## config.mk

```make
export PLATFORM = sky130hd
export DESIGN_NAME = psd_sqrt
export DESIGN_NICKNAME = d
export VERILOG_FILES = /design/src/psd_sqrt.sv
export SDC_FILE = /design/constraint.sdc
export NUM_CORES = 2
export LEC_CHECK = 0
export ABC_CLOCK_PERIOD_IN_PS = 4500
export BUFFER_PORTS_ARGS = -buffer_cell sky130_fd_sc_hd__buf_2
export CORE_MARGIN = 2
export CORE_UTILIZATION = 40
export CTS_BUF_LIST = sky130_fd_sc_hd__clkbuf_4 sky130_fd_sc_hd__clkbuf_8
export CTS_CLUSTER_DIAMETER = 100
export DETAILED_ROUTE_END_ITERATION = 10
export HOLD_SLACK_MARGIN = 0.12
export PLACE_DENSITY = 0.65
export SYNTH_ARGS = -nofsm -noshare
export SYNTH_HDL_FRONTEND = slang
export SYNTH_SLANG_ARGS = --single-unit
```

## constraint.sdc

```tcl
create_clock -name clk -period 4.5 [get_ports clk]
set_input_delay 0 -clock clk [delete_from_list [all_inputs] [get_ports clk]]
set_output_delay 0 -clock clk [all_outputs]
set_load 0.02 [all_outputs]
```

## src/psd_sqrt.sv

```systemverilog
// Pipelined integer square root, one result bit per stage.
// Depends on nothing; stall is a common enable for all stages.
module psd_sqrt #(
  parameter int V_W    = 64,
  parameter int SIDE_W = 8
) (
  input  logic               clk,
  input  logic               en,
  input  logic [V_W-1:0]     val,
  input  logic [SIDE_W-1:0]  side_in,
  output logic [V_W/2-1:0]   root,
  output logic [SIDE_W-1:0]  side_out
);

  localparam int R_W = V_W / 2;

  logic [V_W-1:0]    v_r    [R_W+1];
  logic [R_W+1:0]    rem_r  [R_W+1];
  logic [R_W-1:0]    rt_r   [R_W+1];
  logic [SIDE_W-1:0] side_r [R_W+1];

  always_comb begin
    v_r[0]    = val;
    rem_r[0]  = '0;
    rt_r[0]   = '0;
    side_r[0] = side_in;
  end

  // digit recurrence: bring down two bits, try 4*root+1
  for (genvar i = 0; i < R_W; i++) begin : g_stage
    logic [R_W+3:0] cur;
    logic [R_W+3:0] trial;
    assign cur   = {rem_r[i], v_r[i][V_W-1-2*i -: 2]};
    assign trial = cur - {2'b00, rt_r[i], 2'b01};
    always_ff @(posedge clk) begin
      if (en) begin
        if (!trial[R_W+3]) begin
          rem_r[i+1] <= trial[R_W+1:0];
        end else begin
          rem_r[i+1] <= cur[R_W+1:0];
        end
        rt_r[i+1]   <= {rt_r[i][R_W-2:0], ~trial[R_W+3]};
        v_r[i+1]    <= v_r[i];
        side_r[i+1] <= side_r[i];
      end
    end
  end

  assign root     = rt_r[R_W];
  assign side_out = side_r[R_W];

endmodule

```

==> results.ini <==
[status]
status = completed

[global_routing]
grtUsageMet3 = 0.0268
use_met1 = 0.178
first_global_vias = 74600
antenna_found_initial = 3
grt_overflow_total = 0
grt_pass1_wl_um = 381000
grt_most_used_layer = met2
gr-usage-all-layers = 0.146
grt_use_met2 = 0.253
grt_max_degree = 161

[clock_tree]
clk_path_buf_depth = 4
h-tree-depth = 5
cts_tree = yes
clk_latency_ns = 1.12
clk_pin_slew_ns = 0.06
cts_root_buf = clkbuf_8
numCtsBuffers = 467
cts.sink_count = 2781

[setup_path]
cp_data_required_time_ns = 5.26
crit_arrival_ns = 5.09
cp_max_fo = 31
reg2reg_slack_ns = 0.17
setup.worst_path.start_class = flop
crit_type = flop to flop
path_cells = or4_1 > or4_1 > nor3_1 > or3b_1 > or4_1 > a211o_1 > nor2_1 > xor2_2 > buf_12 > buf_6 > o21ai_0
crit_top_cell = or4_1
end_kind = flop
critical_path.max_stage_delay_ns = 0.65
crit_slowest_cell = or4_1

[drt]
avgRoutedWirePerCell_um = 16.5
vias = 73500
initialDrtViolationCount = 5068
wirelength_um = 238000
avgViaCountPerCell = 5.10
drc_errors = 0
drtPass1Iterations = 6
antenna_left = 0

[floorplan]
core_region_area_um2 = 312000
die_area_um2 = 317000
floorplan.initialDensity = 0.402
die_height_um = 563
die_w_um = 563
rows = 205
num_io_pins = 114

[yosys]
synth_compound_area_frac = 0.0876
synth_xor_area_frac = 0.0588
synth_seq_cells = 2781
synth_top_area_cell = edfxtp_1
syn_nets = 9774
avgSynthCellArea_um2 = 13.7
ys.warnings.count = 0
synth.area.top_cells = edfxtp_1 67%, ha_1 5.3%, xnor2_1 3.3%
yosysMostFrequentCell = edfxtp_1
syn_area_um2 = 125000
yosysTopAreaCellShare = 0.667
synth_edf_count = 2781
ys_async_sr_fraction = 0
netlist_instances = 9172
synthAdderAreaFrac = 0.0528
yosysSeqAreaShare = 0.667
synth_ff_type = edfxtp_1
synthTopCellsByCount = 2781 x edfxtp_1, 725 x inv_1, 641 x nand2_1, 528 x ha_1, 499 x o21ai_0
synth_top_family_by_area = compound AO/OA/AOI/OAI gates
synth_mux_area_frac = 0.0169
synth_cell_type_count = 89
yosys.area_share.simple = 0.0874

[sta]
fin_crit_sh = 0.962
max_freq_mhz = 231
finalHoldViolations = 0
tns_ns = 0
rsz0062_at_grt = no
clock-skew-final_ns = 0.104
tightest_slew_ns = 0.999
maxSlewViolCount = 0
slew_headroom = 0.317
fin_crit_ns = 4.33
finalSetupViolCount = 0

[finish]
n_fill_cell = 27100
area_growth_pct = 14.3
drive_above_1_share = 0.122
final_area_um2 = 143000
fin_cells = 14400
regArea_um2 = 83500
nets = 10500
multi_input_area_um2 = 38100

[placement]
dpl_cell_area_um2 = 132000
dp_hpwl_um = 161000
place.gp.congestion = 0.936
dpl.cell_count = 13400
port_buffers = 113

[flow_run]
drv_cap = 0

[pwr]
p_leak_uw = 0.0541
cellPowerDensity_nw_per_um2 = 467
vdd_drop_max_uv = 270
power_uw = 66900

[worst_hold_path]
hold_path.class = input port to flop

[layout by cell type, fill, tap and decap left out, types with 79 or more instances in the layout]
cell type / instances
a21o_1: 241
a21oi_1: 372
buf_2: 112
buf_4: 127
clkbuf_4: 134
clkbuf_8: 469
clkinv_1: 116
dlygate4sd3_1: 214
edfxtp_1: 2781
ha_1: 528
inv_1: 725
mux2_2: 171
nand2_1: 641
nand2b_1: 119
nand3_1: 147
nand4_1: 80
nor2_1: 391
nor2b_1: 79
nor3_1: 211
nor4_1: 91
o21a_1: 101
o21ai_0: 498
o31ai_1: 81
or3_1: 98
xnor2_1: 468
xor2_1: 362
[repair_timing]
action | in CTS | in global routing
resized for setup | 0 | 2
endpoints found under the setup margin | 0 | 19
hold buffers | 215 | 0
endpoints found under the hold margin | 2752 | 0
buffers inserted | 0 | 0
[power by group]
group	switching, µW	internal, µW	leakage (µW)
logic	6480	4960	0.0219
clock network	10000	12300	0.00489
registers	1440	31600	0.0273
total	18000	48900	0.0541
[logic make-up (layout without fill, tap and decap cells)]
group	count (synthesis)	in the layout
AO/OA/AOI/OAI	1718	1718
XOR/XNOR	840	840
adder cells (fa/ha/maj)	528	528
buffers and inverters	940	2041
flip-flops	2781	2781
multiplexers	190	190
other	1	6
AND/OR/NAND/NOR	2174	2174
[worst max-delay path, delay by kind of cell (launching register included)]
kind                      cells  cell delay [ns]
xor gates and xnor gates      1             0.23
AOI/OAI and AO/OA             2             0.40
DFF                           1             0.40
and+or+nand+nor               6             2.53
buffers and inverters         2             0.39
[through the flow]
step            util  hold WS [ns]  worst slack [ns]
6_report       0.459         0.246             0.171
2_1_floorplan      -        0.0989             0.376
4_1_cts        0.459         0.122             0.116
3_5_place_dp   0.422         0.178             0.216
5_1_grt        0.459         0.164           0.00743
3_3_place_gp   0.422         0.177             0.178
[metal layers]
metal / wire, µm / vias up / part of all wire
li1: - / 35700 / -
met1: 101000 / 35300 / 0.43
met2: 116000 / 1888 / 0.49
met3: 11700 / 616 / 0.049
met4: 8670 / 0 / 0.036
met5: 0 / - / 0
[area by class of cell]
type                            instances  share of cell area
Clock buffer                          603              0.0521
Timing Repair Buffer                  479              0.0292
Multi-Input combinational cell       5451               0.267
Clock inverter                        225              0.0129
Tap cell                             4140              0.0362
Antenna cell                            5           0.0000874
Sequential cell                      2781               0.584
Inverter                              734              0.0193
[flip-flops by register name, indices dropped and copies added (netlist names)]
name	flops
side_r	248
rt_r	496
v_r	930
side_out	8
root	32
g_stage.cur	1067
[final timing paths]
path                                 startpoint                             to  cells past startpoint
setup / recovery  g_stage[15].cur[20]$_DFFE_PP_  g_stage[16].cur[10]$_DFFE_PP_                     11
hold / removal                          val[13]            v_r[1997]$_DFFE_PP_                      3
setup reg to reg  g_stage[15].cur[20]$_DFFE_PP_  g_stage[16].cur[10]$_DFFE_PP_                     11
hold reg to reg             v_r[1504]$_DFFE_PP_            v_r[1440]$_DFFE_PP_                      0
No activity file was read; power rests on OpenSTA's default activity.
